[src/hw/rtl/fwr_pkg.sv]
// shared types and constants for the full-weighting restriction block
package fwr_pkg;

    // configuration port
    localparam int CFG_INDEX_W = 3;
    localparam int CFG_DATA_W  = 11;

    // configuration register widths
    localparam int FINE_X_W   = 11;
    localparam int FINE_YZ_W  = 7;
    localparam int COARSE_X_W = 10;
    localparam int COARSE_YZ_W = 6;

    // configuration reset values
    localparam logic [FINE_X_W-1:0]    FINE_X_RST   = 11'd33;
    localparam logic [FINE_YZ_W-1:0]   FINE_YZ_RST  = 7'd33;
    localparam logic [COARSE_X_W-1:0]  COARSE_X_RST = 10'd17;
    localparam logic [COARSE_YZ_W-1:0] COARSE_YZ_RST = 6'd17;

    // result index widths
    localparam int OUT_X_W  = 9;
    localparam int OUT_YZ_W = 5;

    // weights sum to 64, so the exact sum is shifted by six
    localparam int WEIGHT_SHIFT = 6;

    // register indexes
    typedef enum logic [CFG_INDEX_W-1:0] {
        REG_FINE_DIM_X   = 3'd0,
        REG_FINE_DIM_Y   = 3'd1,
        REG_FINE_DIM_Z   = 3'd2,
        REG_COARSE_DIM_X = 3'd3,
        REG_COARSE_DIM_Y = 3'd4,
        REG_COARSE_DIM_Z = 3'd5
    } cfg_reg_t;

    // sequencer states
    typedef enum logic [1:0] {
        ST_IDLE  = 2'd0,
        ST_READ  = 2'd1,
        ST_DRAIN = 2'd2,
        ST_HOLD  = 2'd3
    } state_t;

    // one accumulate step, aligned with the registered read data
    typedef struct packed {
        logic       add;
        logic       first;
        logic [1:0] shift;
    } acc_cmd_t;

    // result load into the output register
    typedef struct packed {
        logic                load;
        logic [OUT_X_W-1:0]  cx;
        logic [OUT_YZ_W-1:0] cy;
        logic [OUT_YZ_W-1:0] cz;
        logic                last;
    } load_t;

endpackage

[src/hw/rtl/fwr_acc.sv]
// shift-and-add accumulator and result output register
module fwr_acc #(
    parameter int SAMPLE_WIDTH = 32
) (
    input  logic                           clk,
    input  logic                           rst_n,
    input  fwr_pkg::acc_cmd_t              cmd,
    input  logic signed [SAMPLE_WIDTH-1:0] rd_data,
    input  fwr_pkg::load_t                 load,
    input  logic                           result_stall,
    output logic                           result_valid,
    output logic signed [SAMPLE_WIDTH-1:0] coarse_value,
    output logic [fwr_pkg::OUT_X_W-1:0]    coarse_x,
    output logic [fwr_pkg::OUT_YZ_W-1:0]   coarse_y,
    output logic [fwr_pkg::OUT_YZ_W-1:0]   coarse_z,
    output logic                           last_point
);

    localparam int ACC_W = SAMPLE_WIDTH + fwr_pkg::WEIGHT_SHIFT;

    logic signed [ACC_W-1:0]        term;
    logic signed [ACC_W-1:0]        sum_reg;
    logic signed [ACC_W-1:0]        sum_next;
    logic                           valid_reg;
    logic                           valid_next;
    logic [SAMPLE_WIDTH-1:0]        value_reg;
    logic [fwr_pkg::OUT_X_W-1:0]    cx_reg;
    logic [fwr_pkg::OUT_YZ_W-1:0]   cy_reg;
    logic [fwr_pkg::OUT_YZ_W-1:0]   cz_reg;
    logic                           last_reg;

    // weighted term: sign-extended sample times 1, 2, 4 or 8
    always_comb
    begin
        term = {{fwr_pkg::WEIGHT_SHIFT{rd_data[SAMPLE_WIDTH-1]}}, rd_data} <<< cmd.shift;
        sum_next = sum_reg;
        if (cmd.add)
        begin
            if (cmd.first)
            begin
                sum_next = term;
            end
            else
            begin
                sum_next = sum_reg + term;
            end
        end
    end

    always_ff @(posedge clk)
    begin
        sum_reg <= sum_next;
    end

    // output valid: set on load, cleared on transfer
    always_comb
    begin
        valid_next = valid_reg;
        if (load.load)
        begin
            valid_next = 1'b1;
        end
        else if (valid_reg && !result_stall)
        begin
            valid_next = 1'b0;
        end
    end

    always_ff @(posedge clk or negedge rst_n)
    begin
        if (!rst_n)
        begin
            valid_reg <= 1'b0;
        end
        else
        begin
            valid_reg <= valid_next;
        end
    end

    // output payload, arithmetic shift by six keeps the upper bits
    always_ff @(posedge clk)
    begin
        if (load.load)
        begin
            value_reg <= sum_reg[ACC_W-1:fwr_pkg::WEIGHT_SHIFT];
            cx_reg    <= load.cx;
            cy_reg    <= load.cy;
            cz_reg    <= load.cz;
            last_reg  <= load.last;
        end
    end

    assign result_valid = valid_reg;
    assign coarse_value = value_reg;
    assign coarse_x     = cx_reg;
    assign coarse_y     = cy_reg;
    assign coarse_z     = cz_reg;
    assign last_point   = last_reg;

endmodule

[config.mk]
export PLATFORM = sky130hd
export DESIGN_NAME = fwr_acc
export DESIGN_NICKNAME = d
export VERILOG_FILES = /design/src/hw/rtl/fwr_pkg.sv /design/src/hw/rtl/fwr_acc.sv
export SDC_FILE = /design/constraint.sdc
export NUM_CORES = 1
export LEC_CHECK = 0
export BUFFER_PORTS_ARGS = -buffer_cell sky130_fd_sc_hd__buf_2
export CAP_MARGIN = 15
export CELL_PAD_IN_SITES_DETAIL_PLACEMENT = 0
export CELL_PAD_IN_SITES_GLOBAL_PLACEMENT = 2
export CORE_ASPECT_RATIO = 1.5
export CORE_MARGIN = 3
export CORE_UTILIZATION = 25
export CTS_CLUSTER_DIAMETER = 120
export DETAILED_ROUTE_END_ITERATION = 7
export GPL_ROUTABILITY_DRIVEN = 0
export PLACE_DENSITY_LB_ADDON = 0.25
export SYNTH_ARGS = -nofsm -noshare
export SYNTH_HDL_FRONTEND = slang
export SYNTH_SLANG_ARGS = --single-unit
[constraint.sdc]
create_clock -name clk -period 4.3 [get_ports clk]
set_clock_uncertainty 0.15 [all_clocks]
set_input_delay 0.215 -clock clk [delete_from_list [all_inputs] [get_ports clk]]
set_output_delay 0.215 -clock clk [all_outputs]
set_load 0.03 [all_outputs]
# [Word-level counts from Yosys, hierarchy flattened]
# Index checks and enable logic that the tools add are counted.
# Widths: inputs -> output; s select.
[word_totals] elab_cells=15 reg_bits=91 in_bits=60
[op_classes] n_reduce_logical=3 shifts=1 n_mux=3 addsub=1
[op_table] cell="$add 38x38->38" count=1
[op_table] cell="$mux 38" count=1
[op_table] cell="$sshl 38x2->38" count=1
[op_table] cell="$mux 1" count=2
[op_table] cell="$reduce_bool 2->1" count=1
[op_table] cell="$logic_and 1x1->1" count=1
[op_table] cell="$logic_not 1->1" count=1

# [Longest topological paths before layout]
[logic_depth] word_depth=4 depth_mapped=14

# [Worst setup path after synthesis]
# OpenSTA, ideal clock, no wires.
[synth_timing] path_type="input-to-reg" startpoint="in cmd[1] in the netlist's numbering" endpoint="reg sum_reg[36] (data pin)" stages=12 setup_time_ps=265 setup_slack_ps=1014 arrival_ps=2870 path_cell_list="buf_2 > buf_1 > mux4_2 > ha_1 > buf_2 > nand2_1 > o21ai_1 > a211o_1 > a21o_1 > a21oi_2 > a2111oi_0 > or3_1"
[synth_via] elab_chain_len=3
[synth_rtl] item="start, declared" line_no="fwr_acc.sv:7" source="input fwr_pkg::acc_cmd_t cmd,"
[synth_rtl] item="$sshl 38x2->38 (*)" line_no="fwr_acc.sv:35" source="term = {{fwr_pkg::WEIGHT_SHIFT{rd_data[SAMPLE_WIDTH-1]}}, rd_data} <<< cmd.shift;"
[synth_rtl] item="$add 38x38->38" line_no="fwr_acc.sv:45" source="sum_next = sum_reg + term;"
[synth_rtl] item="$mux 38 (*)" line_no="fwr_acc.sv:39" source="if (cmd.first)"
[synth_rtl] item="end signal, assigned" line_no="fwr_acc.sv:52" source="sum_reg <= sum_next;"
[synth_rtl] item="end, declared" line_no="fwr_acc.sv:22" source="logic signed [ACC_W-1:0] sum_reg;"
# Mark *: on every way between the ends. The rest lies on a longest branch, timed or not.
# A chain may end at the register's enable or synchronous reset.

# [Worst setup path after layout]
[layout_timing] startpoint="in cmd[1] in the netlist's numbering" endpoint="reg sum_reg[37] (data pin)"
# The elaborated chain is that of the path after synthesis.

==> qor.csv <==
stage,metric,value,unit
logic_synthesis,sequential share of the synthesized area,44.2,%
clocking,post-cts sizing count,0,
worst_setup_path,CP required,4260,ps
grt,antenna violations before repair,1,
logic_synthesis,YS warnings,0,
logic_synthesis,adder-cell share of the synthesized area,7.83,%
logic_synthesis,Async SR Flop Fraction,1.10,%
placed_design,Cells after DPL,1030,
sta,final hold vios,0,
pwr,Pint,0.00202,W
hold_path,Worst Hold Class,primary input to async pin,
die,placement row count,69,
pwr,VDD IR max,195,uV
pwr,Switching Share,38.8,%
pwr,clock share of power,23.1,%
die,die area,26600,um^2
final_layout,Largest register FFs,38,
worst_setup_path,Critical Path Fanout Max,27,
logic_synthesis,Mapped Avg Cell Area,10.0,um^2
pwr,pwr/cell area,436,nW/um^2
grt,GRT Overall Usage,15.0,%
logic_synthesis,post-synthesis sequential element count,91,
logic_synthesis,Mapped Nets,713,
flow_run,# Max-Cap Violations,0,
sta,Max Clk Rate,276,MHz
worst_setup_path,"delay-heaviest family, CP",simple AND/OR/NAND/NOR gates,
sta,total negative slack,0,ps
clocking,Worst-Skew Late Latency,360,ps
placed_design,PortBufs,112,
final_layout,P&R area growth vs syn,22.9,%
grt,largest net degree at the start of global routing,54,
worst_setup_path,CP max stage cell,nor4_1,
die,Die Ht,198,um
worst_setup_path,Startpoint Class,primary input,
grt,gr ovfl total,0,
grt,number of global-route vias before repair,5580,
worst_setup_path,"Top cell by count, worst path",buf_4,
die,Placeable Area,24000,um^2
drt,Residual DRC,0,
worst_setup_path,crit path launch,cmd[1],
logic_synthesis,Post-synth EDFFs,90,
logic_synthesis,largest family of logic cells by synthesized area,compound AO/OA/AOI/OAI gates,
drt,vias after detailed routing,5290,
final_layout,fillcell total,2532,
sta,final setup violation count,0,
drt,first-pass detailed-route iteration total,4,
worst_setup_path,crit end category,register,
die,Initial Utilization,25.7,%
final_layout,nets,842,
sta,RSZ-0062 raised after global routing,no,
drt,Starting DRT DRC Count,216,
worst_setup_path,R2R Path Start,sum_reg[0],
logic_synthesis,Synth Cell Area,6170,um^2
logic_synthesis,Post-Synth Simple-Gate Area,15.7,%
clocking,"Reg clk slew, reported paths",70,ps
logic_synthesis,complex-gate fraction of the synthesized area,18.4,%
logic_synthesis,synth unique cells,62,
placed_design,Final HPWL DP,15600,um
sta,relative slew slack,31.5,%
logic_synthesis,Post-Syn Instances,615,
sta,Slew @ Worst Pin,1030,ps
drt,wire per inst,18.6,um
worst_setup_path,WS Path Type,primary input to register,
logic_synthesis,most used flip-flop cell after synthesis,edfxtp_1,
sta,fin. max-slew vios,0,
worst_setup_path,Worst EP arrival,3580,ps
pwr,combinational power share,40.6,%
clocking,CTS H-tree depth,3,
final_layout,post-route insts no fill,1068,
pwr,P_leak,3.02,nW
clocking,CTS tree,done,
run_status,status,"finished, final reports clean",
final_layout,n_diodes,0,
sta,crit path time final,3620,ps
worst_setup_path,worst path bufs/invs,3,
pwr,Net Switching,0.00128,W
die,DIE WIDTH,134,um
drt,Vias per Instance,4.95,
final_layout,share of layout cells above drive strength 1,22.6,%
pwr,sequential share of power,36.3,%
sta,Final Cycle Share,84.1,%
drt,DRT Wirelength,19900,um
clocking,Clock Path Buffers,2,
die,io pins,113,
logic_synthesis,Post-Synth XOR/XNOR Area,3.41,%
clocking,CTS buffer count,9,
clocking,Sink Count,91,
grt,first-pass GRT wire length,30900,um
logic_synthesis,post-synthesis mux area share,7.57,%
drt,Final ANT Viol Nets,0,
worst_setup_path,worst path cell trace,buf_2 -> buf_4 -> buf_4 -> mux2i_1 -> a21oi_1 -> ha_1 -> nand4_1 -> nor4_1 -> nand2_1 -> o211a_1 -> a211oi_1 -> o211ai_1 -> xor2_1,
clocking,CTS root buf,clkbuf_16,
worst_setup_path,Crit path largest cell delay,610,ps
-- synthesized netlist by cell type (11+ instances only) --
cell / number / share of area (%)
clkbuf_1: 12 / 0.73
a21oi_1: 64 / 5.2
nor2_1: 52 / 3.2
nand2_1: 67 / 4.1
nor3_1: 17 / 1.4
xor2_1: 15 / 2.1
ha_1: 37 / 7.5
edfxtp_1: 90 / 44
inv_1: 14 / 0.85
buf_2: 11 / 0.89
mux2i_1: 23 / 3.7
o21ai_0: 40 / 3.2
nand4_1: 13 / 1.3
nor2b_1: 11 / 1.1
-- logic make-up (layout without fill, tap and decap cells) --
family	after synthesis	after routing
simple gates	201	201
compound gates	182	182
flops	91	91
buf+inv	42	176
fa+ha+maj	38	38
mux	37	37
xor+xnor	24	24
-- metal layers --
| layer | global-route usage [%] | wire length, um | part of all wire (%) | vias up |
|---|---|---|---|---|
| met5 | 0 | 13 | 0.065 | - |
| met4 | 6.23 | 597 | 3.0 | 2 |
| met3 | 2.49 | 770 | 3.9 | 35 |
| met2 | 28.2 | 10500 | 53 | 138 |
| met1 | 16.6 | 8010 | 40 | 2519 |
| li1 | - | - | - | 2596 |
-- worst paths after layout --
kind,end,slack [ps],cells past startpoint
max,sum_reg[37],680,13
min in group clk,sum_reg[37],150,2
min,result_valid,20,2
max reg2reg,sum_reg[22],950,9
max in group asynchronous,result_valid,3900,2
min reg2reg,coarse_value[29],310,0
-- area by class of cell --
cell class	count	area (um^2)	area share, %
clock buffers	10	229	3.02
inverters	14	52.6	0.693
multi-input cells	482	3260	43.0
well taps	319	399	5.27
repair buffers	146	871	11.5
flip-flops and latches	91	2730	36.0
clock inverters	6	41.3	0.545
-- what timing repair did --
action,CTS,global route
endpoints found under the hold margin,22,0
buffers inserted,0,0
hold buffers,22,0
-- layout by cell type (no fill, tap or decap), types with 3 or more instances in the layout --
cell type and count:
o211ai_1 6, a21o_1 10, nand4_1 13, nor2b_1 11, a221oi_1 3, and4_1 3, a31oi_1 6, o211a_1 3
nand3_1 10, buf_2 112, o21ai_1 4, a21oi_2 3, nor2_1 52, nand2_1 67, mux4_2 7, dlygate4sd3_1 22
o21bai_1 4, ha_1 37, o21a_1 5, o31a_1 4, o21ai_0 40, a211oi_1 10, clkinv_2 3, a21oi_1 64
a211o_1 3, mux2_2 7, xor2_1 15, buf_4 12, inv_1 14, edfxtp_1 90, mux2i_1 23, clkbuf_16 9
nor3_1 17, and2_1 6, xnor2_1 9, nor3b_1 5
-- per-stage QoR --
step                      power (W)  cell area (um^2)  hold WS (ps)  setup WS (ps)  utilization (%)
final                       0.00330              7580          16.0            682             31.6
after global routing        0.00352              7580          12.6            393             31.6
after global placement      0.00255              7090          -161            252             29.5
after detailed placement    0.00255              7090          -160            269             29.5
after floorplan             0.00215              6170          -231           1010                -
after CTS                   0.00335              7580         0.527            639             31.6
-- power groups by stage --
stage	registers, W	logic (W)	clock network [W]
floorplan	0.00130	0.000842	0
global placement	0.00122	0.00133	0
detailed placement	0.00122	0.00133	0
CTS	0.00120	0.00135	0.000797
global route	0.00121	0.00148	0.000829
finish	0.00120	0.00134	0.000763
Power figures use the tool's default switching activity.
