<file path="src/hw/rtl/fwr_pkg.sv">
// shared types and constants for the full-weighting restriction block
package fwr_pkg;

    // configuration port
    localparam int CFG_INDEX_W = 3;
    localparam int CFG_DATA_W  = 11;

    // configuration register widths
    localparam int FINE_X_W   = 11;
    localparam int FINE_YZ_W  = 7;
    localparam int COARSE_X_W = 10;
    localparam int COARSE_YZ_W = 6;

    // configuration reset values
    localparam logic [FINE_X_W-1:0]    FINE_X_RST   = 11'd33;
    localparam logic [FINE_YZ_W-1:0]   FINE_YZ_RST  = 7'd33;
    localparam logic [COARSE_X_W-1:0]  COARSE_X_RST = 10'd17;
    localparam logic [COARSE_YZ_W-1:0] COARSE_YZ_RST = 6'd17;

    // result index widths
    localparam int OUT_X_W  = 9;
    localparam int OUT_YZ_W = 5;

    // weights sum to 64, so the exact sum is shifted by six
    localparam int WEIGHT_SHIFT = 6;

    // register indexes
    typedef enum logic [CFG_INDEX_W-1:0] {
        REG_FINE_DIM_X   = 3'd0,
        REG_FINE_DIM_Y   = 3'd1,
        REG_FINE_DIM_Z   = 3'd2,
        REG_COARSE_DIM_X = 3'd3,
        REG_COARSE_DIM_Y = 3'd4,
        REG_COARSE_DIM_Z = 3'd5
    } cfg_reg_t;

    // sequencer states
    typedef enum logic [1:0] {
        ST_IDLE  = 2'd0,
        ST_READ  = 2'd1,
        ST_DRAIN = 2'd2,
        ST_HOLD  = 2'd3
    } state_t;

    // one accumulate step, aligned with the registered read data
    typedef struct packed {
        logic       add;
        logic       first;
        logic [1:0] shift;
    } acc_cmd_t;

    // result load into the output register
    typedef struct packed {
        logic                load;
        logic [OUT_X_W-1:0]  cx;
        logic [OUT_YZ_W-1:0] cy;
        logic [OUT_YZ_W-1:0] cz;
        logic                last;
    } load_t;

endpackage

</file>
<file path="src/hw/rtl/fwr_ctrl.sv">
// configuration, raster position, store addressing and read sequencer
module fwr_ctrl #(
    parameter int MAX_FINE_OUTER      = 1024,
    parameter int MAX_FINE_PLANE_SIDE = 64,
    parameter int SAMPLE_WIDTH        = 32,
    parameter int ADDR_W              = 14
) (
    input  logic                               clk,
    input  logic                               rst_n,
    input  logic                               cfg_wr_en,
    input  logic [fwr_pkg::CFG_INDEX_W-1:0]    cfg_index,
    input  logic [fwr_pkg::CFG_DATA_W-1:0]     cfg_wr_data,
    input  logic                               sample_valid,
    output logic                               sample_stall,
    input  logic [SAMPLE_WIDTH-1:0]            sample_value,
    input  logic                               result_valid,
    input  logic                               result_stall,
    output logic                               wr_en,
    output logic [ADDR_W-1:0]                  wr_addr,
    output logic [SAMPLE_WIDTH-1:0]            wr_data,
    output logic                               rd_en,
    output logic [ADDR_W-1:0]                  rd_addr,
    output fwr_pkg::acc_cmd_t                  acc_cmd,
    output fwr_pkg::load_t                     load
);

    localparam int XW  = $clog2(MAX_FINE_OUTER);
    localparam int XCW = $clog2(MAX_FINE_OUTER + 1);
    localparam int PW  = $clog2(MAX_FINE_PLANE_SIDE);
    localparam int PCW = $clog2(MAX_FINE_PLANE_SIDE + 1);

    // configuration registers
    logic [fwr_pkg::FINE_X_W-1:0]    fine_dim_x_reg;
    logic [fwr_pkg::FINE_YZ_W-1:0]   fine_dim_y_reg;
    logic [fwr_pkg::FINE_YZ_W-1:0]   fine_dim_z_reg;
    logic [fwr_pkg::COARSE_X_W-1:0]  coarse_dim_x_reg;
    logic [fwr_pkg::COARSE_YZ_W-1:0] coarse_dim_y_reg;
    logic [fwr_pkg::COARSE_YZ_W-1:0] coarse_dim_z_reg;
    logic                            restart;

    // position of the next sample and its plane slot
    logic [XW-1:0] x_reg, x_next;
    logic [PW-1:0] y_reg, y_next;
    logic [PW-1:0] z_reg, z_next;
    logic [1:0]    slot_reg, slot_next;

    // sequencer
    fwr_pkg::state_t state_reg, state_next;
    logic [1:0]      i_reg, i_next;
    logic [1:0]      j_reg, j_next;
    logic [1:0]      k_reg, k_next;
    logic [PW-1:0]   ybase_reg, ybase_next;
    logic [PW-1:0]   zbase_reg, zbase_next;
    logic [1:0]      sbase_reg, sbase_next;
    fwr_pkg::acc_cmd_t cmd_reg, cmd_next;

    // coarse point captured with the completing sample
    logic [fwr_pkg::OUT_X_W-1:0]  cx_reg, cx_next;
    logic [fwr_pkg::OUT_YZ_W-1:0] cy_reg, cy_next;
    logic [fwr_pkg::OUT_YZ_W-1:0] cz_reg, cz_next;
    logic                         last_reg, last_next;

    logic [XCW-1:0] fdx;
    logic [PCW-1:0] fdy;
    logic [PCW-1:0] fdz;
    logic           accept;
    logic           emit;
    logic [XW-1:0]  cx;
    logic [PW-1:0]  cy;
    logic [PW-1:0]  cz;
    logic [2:0]     slot_sum;
    logic [1:0]     rd_slot;

    // configuration writes, any listed register restarts the grid
    always_ff @(posedge clk or negedge rst_n)
    begin
        if (!rst_n)
        begin
            fine_dim_x_reg   <= fwr_pkg::FINE_X_RST;
            fine_dim_y_reg   <= fwr_pkg::FINE_YZ_RST;
            fine_dim_z_reg   <= fwr_pkg::FINE_YZ_RST;
            coarse_dim_x_reg <= fwr_pkg::COARSE_X_RST;
            coarse_dim_y_reg <= fwr_pkg::COARSE_YZ_RST;
            coarse_dim_z_reg <= fwr_pkg::COARSE_YZ_RST;
        end
        else if (cfg_wr_en)
        begin
            case (fwr_pkg::cfg_reg_t'(cfg_index))
                fwr_pkg::REG_FINE_DIM_X:
                    fine_dim_x_reg <= cfg_wr_data;
                fwr_pkg::REG_FINE_DIM_Y:
                    fine_dim_y_reg <= cfg_wr_data[fwr_pkg::FINE_YZ_W-1:0];
                fwr_pkg::REG_FINE_DIM_Z:
                    fine_dim_z_reg <= cfg_wr_data[fwr_pkg::FINE_YZ_W-1:0];
                fwr_pkg::REG_COARSE_DIM_X:
                    coarse_dim_x_reg <= cfg_wr_data[fwr_pkg::COARSE_X_W-1:0];
                fwr_pkg::REG_COARSE_DIM_Y:
                    coarse_dim_y_reg <= cfg_wr_data[fwr_pkg::COARSE_YZ_W-1:0];
                fwr_pkg::REG_COARSE_DIM_Z:
                    coarse_dim_z_reg <= cfg_wr_data[fwr_pkg::COARSE_YZ_W-1:0];
                default:
                    ;
            endcase
        end
    end

    always_comb
    begin
        case (fwr_pkg::cfg_reg_t'(cfg_index))
            fwr_pkg::REG_FINE_DIM_X,
            fwr_pkg::REG_FINE_DIM_Y,
            fwr_pkg::REG_FINE_DIM_Z,
            fwr_pkg::REG_COARSE_DIM_X,
            fwr_pkg::REG_COARSE_DIM_Y,
            fwr_pkg::REG_COARSE_DIM_Z:
                restart = cfg_wr_en;
            default:
                restart = 1'b0;
        endcase
    end

    // effective fine dimensions: zero counts as one, oversize as the maximum
    always_comb
    begin
        if (fine_dim_x_reg == '0)
            fdx = XCW'(1);
        else if (32'(fine_dim_x_reg) > 32'(MAX_FINE_OUTER))
            fdx = XCW'(MAX_FINE_OUTER);
        else
            fdx = XCW'(fine_dim_x_reg);

        if (fine_dim_y_reg == '0)
            fdy = PCW'(1);
        else if (32'(fine_dim_y_reg) > 32'(MAX_FINE_PLANE_SIDE))
            fdy = PCW'(MAX_FINE_PLANE_SIDE);
        else
            fdy = PCW'(fine_dim_y_reg);

        if (fine_dim_z_reg == '0)
            fdz = PCW'(1);
        else if (32'(fine_dim_z_reg) > 32'(MAX_FINE_PLANE_SIDE))
            fdz = PCW'(MAX_FINE_PLANE_SIDE);
        else
            fdz = PCW'(fine_dim_z_reg);
    end

    // does the incoming sample complete an interior coarse point
    always_comb
    begin
        cx = x_reg >> 1;
        cy = y_reg >> 1;
        cz = z_reg >> 1;
        emit = x_reg[0] && y_reg[0] && z_reg[0]
            && (32'(x_reg) >= 32'd3) && (32'(y_reg) >= 32'd3) && (32'(z_reg) >= 32'd3)
            && (32'(cx) + 32'd2 <= 32'(coarse_dim_x_reg))
            && (32'(cy) + 32'd2 <= 32'(coarse_dim_y_reg))
            && (32'(cz) + 32'd2 <= 32'(coarse_dim_z_reg));
    end

    // read slot for plane offset i: x-2, x-1, x
    always_comb
    begin
        slot_sum = 3'(sbase_reg) + 3'd1 + 3'(i_reg);
        if (slot_sum >= 3'd3)
            rd_slot = 2'(slot_sum - 3'd3);
        else
            rd_slot = 2'(slot_sum);
    end

    // next state, position and store access
    always_comb
    begin
        state_next = state_reg;
        x_next     = x_reg;
        y_next     = y_reg;
        z_next     = z_reg;
        slot_next  = slot_reg;
        i_next     = i_reg;
        j_next     = j_reg;
        k_next     = k_reg;
        ybase_next = ybase_reg;
        zbase_next = zbase_reg;
        sbase_next = sbase_reg;
        cx_next    = cx_reg;
        cy_next    = cy_reg;
        cz_next    = cz_reg;
        last_next  = last_reg;
        cmd_next   = '0;
        load       = '0;
        load.cx    = cx_reg;
        load.cy    = cy_reg;
        load.cz    = cz_reg;
        load.last  = last_reg;
        sample_stall = 1'b1;
        accept     = 1'b0;
        rd_en      = 1'b0;

        case (state_reg)
            fwr_pkg::ST_IDLE:
            begin
                sample_stall = 1'b0;
                accept = sample_valid;
                if (sample_valid)
                begin
                    // capture the coarse point and start the reads
                    if (emit)
                    begin
                        state_next = fwr_pkg::ST_READ;
                        i_next     = 2'd0;
                        j_next     = 2'd0;
                        k_next     = 2'd0;
                        ybase_next = y_reg;
                        zbase_next = z_reg;
                        sbase_next = slot_reg;
                        cx_next    = fwr_pkg::OUT_X_W'(cx);
                        cy_next    = fwr_pkg::OUT_YZ_W'(cy);
                        cz_next    = fwr_pkg::OUT_YZ_W'(cz);
                        last_next  = (32'(cx) + 32'd2 == 32'(coarse_dim_x_reg))
                            && (32'(cy) + 32'd2 == 32'(coarse_dim_y_reg))
                            && (32'(cz) + 32'd2 == 32'(coarse_dim_z_reg));
                    end
                    // raster advance, z innermost
                    if (PCW'(z_reg) + PCW'(1) >= fdz)
                    begin
                        z_next = '0;
                        if (PCW'(y_reg) + PCW'(1) >= fdy)
                        begin
                            y_next = '0;
                            if (XCW'(x_reg) + XCW'(1) >= fdx)
                            begin
                                x_next    = '0;
                                slot_next = 2'd0;
                            end
                            else
                            begin
                                x_next    = x_reg + XW'(1);
                                slot_next = (slot_reg == 2'd2) ? 2'd0 : slot_reg + 2'd1;
                            end
                        end
                        else
                        begin
                            y_next = y_reg + PW'(1);
                        end
                    end
                    else
                    begin
                        z_next = z_reg + PW'(1);
                    end
                end
            end

            fwr_pkg::ST_READ:
            begin
                rd_en = 1'b1;
                cmd_next.add   = 1'b1;
                cmd_next.first = (i_reg == 2'd0) && (j_reg == 2'd0) && (k_reg == 2'd0);
                cmd_next.shift = 2'(i_reg == 2'd1) + 2'(j_reg == 2'd1) + 2'(k_reg == 2'd1);
                if (k_reg == 2'd2)
                begin
                    k_next = 2'd0;
                    if (j_reg == 2'd2)
                    begin
                        j_next = 2'd0;
                        if (i_reg == 2'd2)
                        begin
                            state_next = fwr_pkg::ST_DRAIN;
                        end
                        else
                        begin
                            i_next = i_reg + 2'd1;
                        end
                    end
                    else
                    begin
                        j_next = j_reg + 2'd1;
                    end
                end
                else
                begin
                    k_next = k_reg + 2'd1;
                end
            end

            fwr_pkg::ST_DRAIN:
            begin
                // last term is added at the end of this cycle
                state_next = fwr_pkg::ST_HOLD;
            end

            fwr_pkg::ST_HOLD:
            begin
                // load once the output register is free
                if (!result_valid || !result_stall)
                begin
                    load.load  = 1'b1;
                    state_next = fwr_pkg::ST_IDLE;
                end
            end

            default:
            begin
                state_next = fwr_pkg::ST_IDLE;
            end
        endcase

        if (restart)
        begin
            x_next    = '0;
            y_next    = '0;
            z_next    = '0;
            slot_next = 2'd0;
        end
    end

    // store ports
    assign wr_en   = accept;
    assign wr_addr = {slot_reg, y_reg, z_reg};
    assign wr_data = sample_value;
    assign rd_addr = {rd_slot,
                      ybase_reg - PW'(2) + PW'(j_reg),
                      zbase_reg - PW'(2) + PW'(k_reg)};
    assign acc_cmd = cmd_reg;

    // control registers
    always_ff @(posedge clk or negedge rst_n)
    begin
        if (!rst_n)
        begin
            state_reg <= fwr_pkg::ST_IDLE;
            x_reg     <= '0;
            y_reg     <= '0;
            z_reg     <= '0;
            slot_reg  <= 2'd0;
            i_reg     <= 2'd0;
            j_reg     <= 2'd0;
            k_reg     <= 2'd0;
            cmd_reg   <= '0;
        end
        else
        begin
            state_reg <= state_next;
            x_reg     <= x_next;
            y_reg     <= y_next;
            z_reg     <= z_next;
            slot_reg  <= slot_next;
            i_reg     <= i_next;
            j_reg     <= j_next;
            k_reg     <= k_next;
            cmd_reg   <= cmd_next;
        end
    end

    // captured coordinates, no reset needed
    always_ff @(posedge clk)
    begin
        ybase_reg <= ybase_next;
        zbase_reg <= zbase_next;
        sbase_reg <= sbase_next;
        cx_reg    <= cx_next;
        cy_reg    <= cy_next;
        cz_reg    <= cz_next;
        last_reg  <= last_next;
    end

endmodule

</file>
<file path="config.mk">
export PLATFORM = sky130hd
export DESIGN_NAME = fwr_ctrl
export DESIGN_NICKNAME = d
export VERILOG_FILES = /design/src/hw/rtl/fwr_pkg.sv /design/src/hw/rtl/fwr_ctrl.sv
export SDC_FILE = /design/constraint.sdc
export NUM_CORES = 1
export LEC_CHECK = 0
export ABC_AREA = 1
export ABC_CLOCK_PERIOD_IN_PS = 3100
export BUFFER_PORTS_ARGS = -buffer_cell sky130_fd_sc_hd__buf_2
export CAP_MARGIN = 20
export CORE_AREA = 4 4 132 109
export CTS_CLUSTER_DIAMETER = 200
export CTS_CLUSTER_SIZE = 20
export DETAILED_ROUTE_END_ITERATION = 7
export DIE_AREA = 0 0 136 113
export GPL_TIMING_DRIVEN = 0
export PLACE_DENSITY_LB_ADDON = 0.2
export REMOVE_ABC_BUFFERS = 1
export SLEW_MARGIN = 10
export SYNTH_ARGS = -nofsm -noshare
export SYNTH_HDL_FRONTEND = slang
export SYNTH_SLANG_ARGS = --single-unit
</file>
<file path="constraint.sdc">
create_clock -name clk -period 3.1 [get_ports clk]
set_input_delay 0.62 -clock clk [delete_from_list [all_inputs] [get_ports clk]]
set_output_delay 0.62 -clock clk [all_outputs]
set_load 0.05 [all_outputs]
</file>
[After elaboration in Yosys (flattened, before gate mapping)]
Index checks and enable logic that the tools add are counted.
Operators by class
  $add $sub $neg: 22
  $mul: 0
  div/mod/pow operators: 0
  order comparisons: 13
  eq/ne operators: 25
  shift operators: 0
  multiplexer cells: 54
  bitwise gates (word level): 0
  reductions and logical operators: 43
Operator list (number)
  less-or-equal comparator 32 x 6 -> 1 bit: 2
  2-to-1 mux 10 bit: 6
  2-to-1 mux 6 bit: 9
  2-to-1 mux 2 bit: 22
  less-or-equal comparator 32 x 10 -> 1 bit: 1
  2-to-1 mux 7 bit: 4
  2-to-1 mux 11 bit: 2
  adder 6 x 1 -> 7 bit, second input constant: 2
  greater-or-equal comparator 7 bit: 2
  greater-than comparator 7 bit, second input constant: 2
  logical NOT 7 bit: 2
  != test 2 bit, second input constant: 7
  AND reduction 2 bit: 7
  adder 5 x 2 -> 6 bit, second input constant: 2
  adder 6 x 1 -> 6 bit, second input constant: 2
  adder 6 x 2 -> 6 bit: 2
  == test 2 bit, second input constant: 6
  == test 6 bit: 2
  greater-or-equal comparator 6 x 2 -> 1 bit, second input constant: 2
  logical AND 1 bit: 12
  case mux 2 bit (2 select lines): 3
  AND reduction 6 bit: 2
  subtractor 6 x 2 -> 6 bit, second input constant: 2
  adder 10 x 1 -> 11 bit, second input constant: 1
  29 further kinds: 53
Storage, ports and cells
  bits in registers: 117
  latch bits: 0
  RAM bits: 0
  bits in read-only memories: 0
  input port bits: 52
  logic and storage cells: 181
  memories kept: 0

[Logic depth before layout (Yosys ltp)]
Gate-level depths: netlist of run 1.
  depth in word-level cells: 11
  mapped depth: 20

[Least setup slack after synthesis of run 1]
OpenSTA, ideal clock, no wires.
  path kind: reg-to-output
  start point: register i_reg[0]
  end point: output port rd_addr[13]
  data arrival time: 2.629 ns
  data required time: 2.480 ns
  slack: -0.149 ns
  cell stages (with the launch flop): 9
  cell sequence: dfrtp_1 > inv_1 > ha_1 > inv_1 > fa_1 > ha_1 > nor2_1 > o21ai_0 > o21ai_0
On the way
  cells in the longest elaborated chain, start to end: 3
  elaborated cells between the ends (all ways): 4
  classes of those cells: add/sub: 2; order compare: 1; mux: 1
RTL lines
  from (decl): RTL line fwr_ctrl.sv:49  | logic [1:0] i_reg, i_next;
  from (signal assigned): RTL line fwr_ctrl.sv:346  | i_reg <= i_next;
  adder 3 x 2 -> 3 bit (*): RTL line fwr_ctrl.sv:163  | slot_sum = 3'(sbase_reg) + 3'd1 + 3'(i_reg);
  greater-or-equal comparator 3 x 2 -> 1 bit or subtractor 2 bit (tied branches): RTL line fwr_ctrl.sv:164, fwr_ctrl.sv:165
  2-to-1 mux 2 bit (*): RTL line fwr_ctrl.sv:164  | if (slot_sum >= 3'd3)
  to (decl): RTL line fwr_ctrl.sv:22  | output logic [ADDR_W-1:0] rd_addr,
Mark *: on every way between the ends. The rest lies on a longest branch, timed or not.

[Worst setup path after layout of run 1]
  start point: register j_reg[1]
  end point: output port rd_addr[11]
On the way
  cells in the longest elaborated chain, start to end: 1
RTL lines
  from (decl): RTL line fwr_ctrl.sv:50  | logic [1:0] j_reg, j_next;
  from (signal assigned): RTL line fwr_ctrl.sv:347  | j_reg <= j_next;
  adder 6 x 2 -> 6 bit: RTL line fwr_ctrl.sv:320  | ybase_reg - PW'(2) + PW'(j_reg),
Every way passes these cells.

==> out/summary.md, run 1 <==
The critical-path maximum fanout was 4. The filler cells instantiated in the layout total 1,235. TritonCTS built the clock tree. Walking the worst path, the cells encountered are inv_1 -> ha_1 -> inv_1 -> ha_1 -> inv_1 -> fa_1 -> o21ai_2 -> xor2_1 -> buf_4. Measured along the y axis, the die boundary spans 113 um. The area share of fa/ha/maj cells after synthesis works out to 15.6%.

The share of the synthesized netlist area taken by xor and xnor gates is 3.59%. The tools report the die area as 0.0154 sq mm. After clock tree synthesis, the clock-pin slew on the worst setup and hold paths is 0.07 ns.

The number of endpoints with negative hold slack in the final report was 0. Across every metal layer, demand over resource in global routing totals 23.0%. The relative slew slack came out at 57.1%. The worst setup path is launched from a register.

Max-cap violations in this run came to 0. The cell type contributing the most total cell area after synthesis was dfrtp_1. For this configuration, the core starts out at a cell density of 53.8%. The logs give 5,453 for the via count of the first global-routing pass and 1,018 for the total number of nets in the final design. For the wire length of the first global-routing pass, the log shows 27,700 um. 0 antenna diodes ended up in the layout. The cell type of the slowest stage on the worst timing path is fa_1. In this run, synthesis produced a sequential element count of 107. The post-detailed-routing wire length is 16,800 um, and the fraction of final layout cells sized beyond drive strength 1 is 16.6%.

The kind of critical path is register to output pin. For the worst setup path, the data required time is 2.48 ns. The tree built by TritonCTS fans out to 107 sinks.

After synthesis, the share of flip-flops with an asynchronous set or reset is 77.6%. In the routed layout, each cell is associated on average with a via count of 5.19. The mean cell area of the mapped netlist is 8.42 sq um, and the total of endpoints with negative setup slack in the final report is 0.

Setup repair after global routing left no endpoint under its margin. The worst setup slack after layout is 0.138 ns. The register with the most flip-flops in the layout has 11 of them. Ranked by instance count, the synthesized netlist is headed by nand2_1, inv_1, ha_1. The number of port buffers is 75. Based on the critical path, the design can be clocked at up to 338 MHz. The power per cell area is 721 mW/mm^2.

The highest cell delay on the worst timing path was 0.43 ns; the final critical delay including setup and external delays was 2.96 ns. The mean routed wirelength per cell came out at 15.8 um. The run finished with clean final reports. Of the synthesized area, sequential elements account for 39.7%.

The number of synthesized flops with an enable pin is 24. Among all flip-flop cells after synthesis, the most frequent one is dfrtp_1. The worst slack at placement came out at -0.357 ns.

Routability-driven placement congestion ratio: 0.878. The run gives 2 as the buffer depth of the longest clock path. In the final layout, flip-flops and latches occupy 0.00282 sq mm.

The logs give 0.00708 sq mm for the area of the mapped netlist and 3 for the number of H-tree branching levels. Summed over all layers, the global routing overflow is 0. In the finished design, the share of the clock period the worst path needs comes to 95.6%. Synthesis handed over a netlist of 841 instances. The width of the chip is 136 um.

For the pin with the worst max-slew slack, the measured transition is 0.642 ns. Of the post-synthesis cell area, the part taken by muxes is 0%. The netlist uses 40 different library cells. The first-pass iteration count of the detailed router is 5, and the worst path arrival time is 2.34 ns. The logs give 264 for the starting DRC count in detailed routing and 50 for the pin count of the biggest net entering global routing. Between clock sinks in the finished design, the worst skew comes to 0.00685 ns. By area, the combinational part of the netlist is dominated by simple AND/OR/NAND/NOR gates. Sorting the synthesized cells by area gives the leading types as dfrtp_1, ha_1, nand2_1. The most common cell in the netlist was nand2_1. Summed over all cells, the static leakage comes to 4.05 nW. The most numerous cell type found on the critical path is inv_1.

The synthesized-area fraction occupied by and/or/nand/nor cells works out to 20.6%. The HPWL after detailed placement is 13,300 um. The core region is 0.0132 sq mm. In this run the core area contains 38 standard-cell rows. The total number of vias came out at 5,530.

Kind of path behind the tightest hold check: input pin to asynchronous set/reset pin. The placed cell area is 0.00730 sq mm. The run gives 0 as the DRC violation count after routing. The run gives 0 as the number of warning messages in the yosys log. The multi-input combinational cell area is 0.00342 sq mm. The tools report the area of all placed cells without fillers as 0.00769 sq mm.

The fraction of post-synthesis cell area in the top cell type by area is 25.1%. In this run the remaining antenna-violating nets after routing total 0. The initial antenna violation count is 0, and the final-report max-slew violation count is 0. STA classifies the critical path endpoint as an output pin. The worst-case vdd ir drop was 467 uV; the number of CTS-inserted buffers was 9.

The cell sitting at the root of the clock tree is a clkbuf_16. The synthesized netlist devotes 8.18% of its cell area to compound gates. The number of top-level pins was 140; the area growth from synthesis to layout was 8.62%. Clock latency on the worst-skew pair, taken at its later pin, is 0.35 ns.
-- worst max-delay path: cells and delay by family, from the launching register on --
kind | cells | cell delay [ns]
buf+inv | 4 | 0.42
compound gates | 1 | 0.15
flops | 1 | 0.39
fa+ha+maj | 3 | 0.88
xor+xnor | 1 | 0.15
-- through the flow --
| stage | utilization [%] | setup TNS [ns] | hold slack [ns] | std cells | power, mW |
|---|---|---|---|---|---|
| 6_report | 58.4 | 0 | 0.229 | 1065 | 5.55 |
| 5_1_grt | 58.4 | 0 | 0.260 | 1065 | 6.00 |
| 4_1_cts | 58.0 | 0 | 0.240 | 1061 | 5.52 |
| 3_5_place_dp | 55.5 | -8.53 | 0.462 | 1040 | 4.39 |
| 3_3_place_gp | 55.2 | -5.92 | 0.466 | 1039 | 4.27 |
| 2_1_floorplan | - | -0.418 | 0.324 | 784 | 3.75 |
-- area by class of cell --
class                           count  area share [%]
Timing Repair Buffer               83            6.08
Timing Repair inverter              1          0.0976
Sequential cell                   107            36.6
Clock buffer                       11            3.03
Multi-Input combinational cell    555            44.5
Clock inverter                      5           0.700
Inverter                          123            6.08
Tap cell                          180            2.93
-- cells by family (layout without fill, tap and decap cells) --
kind of cell | count (synthesis) | after routing
AND/OR/NAND/NOR | 332 | 333
AO/OA/AOI/OAI | 107 | 107
flip-flops | 107 | 107
buffers and inverters | 180 | 223
XOR/XNOR | 29 | 29
adder cells (fa/ha/maj) | 86 | 86
-- power by group --
part / internal (mW) / switching, mW / leakage, nW / total [mW]
Combinational: 0.764 / 1.73 / 2.65 / 2.49
Clock: 0.622 / 0.486 / 0.133 / 1.11
Sequential: 1.71 / 0.242 / 1.27 / 1.95
Total: 3.09 / 2.45 / 4.05 / 5.55
-- worst paths after layout --
path                            startpoint                 to  slack [ns]  cells after the start
worst max-delay path              j_reg[1]        rd_addr[11]        0.14                      9
worst min-delay path                 rst_n           z_reg[3]        0.23                      1
worst max register to register    x_reg[2]       ybase_reg[5]        0.21                     15
worst min register to register    x_reg[9]          cx_reg[8]        0.48                      0
max in group asynchronous            rst_n  fine_dim_x_reg[5]        2.21                      2
min in group clk                  x_reg[9]          cx_reg[8]        0.48                      0
-- placed cells by master, fill, tap and decap left out, drive strengths merged --
cell type	count
nand2	202
inv	122
ha	82
buf	82
dfrtp	71
o21ai	71
nand3	52
nor2	47
a21oi	29
xor2	25
edfxtp	24
nand4	13
dfstp	12
clkbuf	12
nor3	11
nor4	5
xnor2	4
clkinvlp	4
fa	4
o21a	3
nor3b	2
clkinv	2
o211a	1
a21o	1
a311oi	1
a211oi	1
or2	1
bufinv	1
-- metal layers --
layer / routed length (um) / GRT usage (%) / share of wire, %
met1: 8070 / 32.5 / 48
met2: 7210 / 34.1 / 43
met3: 1290 / 6.76 / 7.6
met4: 253 / 6.51 / 1.5
met5: 29 / 3.27 / 0.17
-- repair_timing --
action	4_1_cts	5_1_grt
setup endpoints to repair	26	38
hold buffers	0	0
gates cloned	1	1
buffers inserted	4	3
pin swaps	0	3
resized for setup	4	13
No activity file was read; power rests on OpenSTA's default activity.
==> run 2: changes to the inputs <==
--- a/config.mk
+++ b/config.mk
@@ -6,7 +6,7 @@
 export NUM_CORES = 1
 export LEC_CHECK = 0
 export ABC_AREA = 1
-export ABC_CLOCK_PERIOD_IN_PS = 3100
+export ABC_CLOCK_PERIOD_IN_PS = 3430
 export BUFFER_PORTS_ARGS = -buffer_cell sky130_fd_sc_hd__buf_2
 export CAP_MARGIN = 20
 export CORE_AREA = 4 4 132 109
==> constraint.sdc (replaced) <==
create_clock -name clk -period 3.43 [get_ports clk]
set_input_delay 0.686 -clock clk [delete_from_list [all_inputs] [get_ports clk]]
set_output_delay 0.686 -clock clk [all_outputs]
set_load 0.05 [all_outputs]
==> run 2 against run 1 <==
Against the previous run:
- global-route usage is 0.18 points lower
- die area stayed put
- setup slack better by 0.088 ns
- final area is 0.89% lower
- critical path type unchanged
==> out/summary.md, run 2 (synthesis gave the netlist of run 1 again) <==
The flow ran to the end, and the final reports show no timing, DRC or antenna violations. The required time of the critical path was 2.74 ns (+0.26 ns); the number of max-cap violations was 0 (unchanged). The die span in y was 113 um (unchanged); the total number of vias was 5,511 (-0.34%). The smallest clock period supported by the final layout is computed as 3.20 ns. The run gives 107 (unchanged) as the total clock sinks. Most common cell after layout, fill and taps aside: nand2_1. For the standard cell core area, the log shows 0.0132 sq mm (unchanged). Width of the chip: 136 um (unchanged).

The buffer type at the clock tree root is clkbuf_16. The final-report max-slew violation count was 0 (unchanged); the cell total after placement was 1,040 (unchanged). The buffer depth of the longest clock path was 2 (unchanged); the vias per cell was 5.20 (+0.22%).

The run gives 0 (unchanged) as the total of endpoints with negative setup slack in the final report. Final clock skew: 0.00788 ns (+0.00103 ns). The worst path arrival time is 2.52 ns (+0.18 ns).

The first-pass iteration count of the detailed router was 5 (unchanged); the number of port buffers was 75 (unchanged). Setup repair after global routing left no endpoint under its margin. The pin count of the biggest net entering global routing was 50 (unchanged); the DRC violation count after routing was 0 (unchanged).

The mean routed wirelength per cell is 15.8 um (-0.36%), and the number of rows created at floorplan is 38 (unchanged). The tools report the HPWL reported at the end of detailed placement as 13,300 um (unchanged). The starting DRC count in detailed routing is 282 (+6.8%).

The tools report the category of the worst setup path capture point as an output pin. The routability-driven placement congestion ratio is 0.878 (unchanged), and the initial standard-cell utilization of the core is 53.8% (unchanged). The wire length of the first global-routing pass was 27,600 um (-0.70%); the total leakage power was 4.02 nW (-0.86%).

Number of endpoints with negative hold slack in the final report: 0 (unchanged). The logs give 0.0154 sq mm (unchanged) for the die area and 0 (unchanged) for the number of buffers added to fix hold violations after cts. The relative slew slack was 57.1% (about the same).

The post-CTS clock slew at the launch and capture registers of the worst setup and hold paths is 0.07 ns (about the same), and the critical-path maximum fanout is 5 (+1). The final core area utilization came out at 57.9% (-0.52 points). TritonCTS built the clock tree.

The kind of critical path was register to output pin. Area growth from synthesis to layout: 7.65%. The fraction of final layout cells sized beyond drive strength 1 is 15.8% (-0.80 points). The run gives 4.95 mW (-11%) as the total power after layout.

The pin slew with the least headroom to its limit is 0.642 ns (-0.000633 ns). Power per cell area: 650 mW/mm^2 (-9.9%). The tools report the total number of nets in the final design as 1,012 (-0.59%). Flip-flop count of the largest register after layout: 11 (unchanged).

The run gives 140 (unchanged) as the number of top-level pins. The via count of the first global-routing pass was 5,408 (-0.83%). Global routing usage summed across all routing layers: 22.8% (-0.18 points). In the layout the commonest cells are nand2_1, inv_1, ha_1, buf_2, dfrtp_1. Dividing the final minimum period by the clock period gives 93.4%.

Initial antenna violation count: 0 (unchanged). The number of CTS-inserted buffers was 9 (unchanged). Kind of path behind the tightest hold check: input pin to asynchronous set/reset pin. Derived from the worst setup path, the maximum achievable clock frequency is 312 MHz.

The non-filler instance count after layout was 1,059 (-0.56%); the worst-case vdd ir drop was 398 uV (-15%). The run gives 0.35 ns (about the same) as the insertion delay of the later-clocked pin in the worst-skew pair. The antenna violation net count after detailed routing was 0 (unchanged).

The antenna cell count is 0 (unchanged), and the number of H-tree branching levels is 3 (unchanged). The logs give 16,700 um (-0.93%) for the post-detailed-routing wire length and 0 (unchanged) for the overall overflow remaining after global route. The type of origin of the critical path was a register.
## run 2: changes by cell type in the layout (fill, tap and decap cells not counted), sizes merged
cell,before,now
buf,82,78
clkbuf,12,11
nor2,47,46
## run 2: cell type report
cell class	instances	area, sq um
fill	1245	5550
multi-input combinational	554	3400
sequential	107	2810
inverter	123	468
timing repair buffer	78	420
clock buffer	11	233
tap	180	225
clock inverter	5	53.8
timing repair inverter	1	7.51
## run 2: power breakdown
part / switching (mW) / total [mW] / internal (mW) / leakage [nW]
Clock: 0.441 / 1.00 / 0.563 / 0.133
Sequential: 0.218 / 1.76 / 1.54 / 1.28
Combinational: 1.53 / 2.19 / 0.653 / 2.61
## run 2: path summary, 6_finish.rpt
check / slack, ns / start / to / cells past startpoint
worst min register to register: 0.48 / x_reg[9] / cx_reg[8] / 0
worst max-delay path: 0.23 / k_reg[1] / rd_addr[5] / 9
max in group asynchronous: 2.47 / rst_n / fine_dim_x_reg[5] / 2
min in group clk: 0.48 / x_reg[9] / cx_reg[8] / 0
worst max register to register: 0.38 / x_reg[4] / x_reg[2] / 11
worst min-delay path: 0.30 / rst_n / z_reg[3] / 1
## run 2: worst max-delay path, cell delays in order (launching register included)
cell and delay (ns):
dfrtp_1 0.42, inv_1 0.09, ha_1 0.28, inv_1 0.09
ha_1 0.17, inv_1 0.05, fa_1 0.39, o21ai_0 0.23
xor2_1 0.16, buf_2 0.28
## run 2: timing repair
item                                    4_1_cts  5_1_grt
buffers inserted                              0        2
hold endpoints to repair                      0        0
gates cloned                                  0        1
gates resized for setup                       1        3
endpoints found under the setup margin       24       24
## run 2: per-stage QoR
stage	area, sq um	setup TNS, ns	setup slack, ns	hold slack (ns)
final	7620	0	0.225	0.297
after global routing	7620	0	0.0653	0.326
after floorplan	6670	0	0.115	0.390
after CTS	7590	0	0.0731	0.306
after global placement	7270	0	0.0826	0.466
after detailed placement	7300	-0.606	-0.0268	0.462
## run 2: metal layers
metal / track usage (%) / up-vias / part of all wire (%) / routed length [um]
met5: 3.27 / - / 0.17 / 29
met4: 5.91 / 2 / 1.3 / 211
met3: 6.76 / 17 / 8.7 / 1450
met2: 33.8 / 188 / 43 / 7160
met1: 32.5 / 2556 / 47 / 7840
li1: - / 2748 / - / -
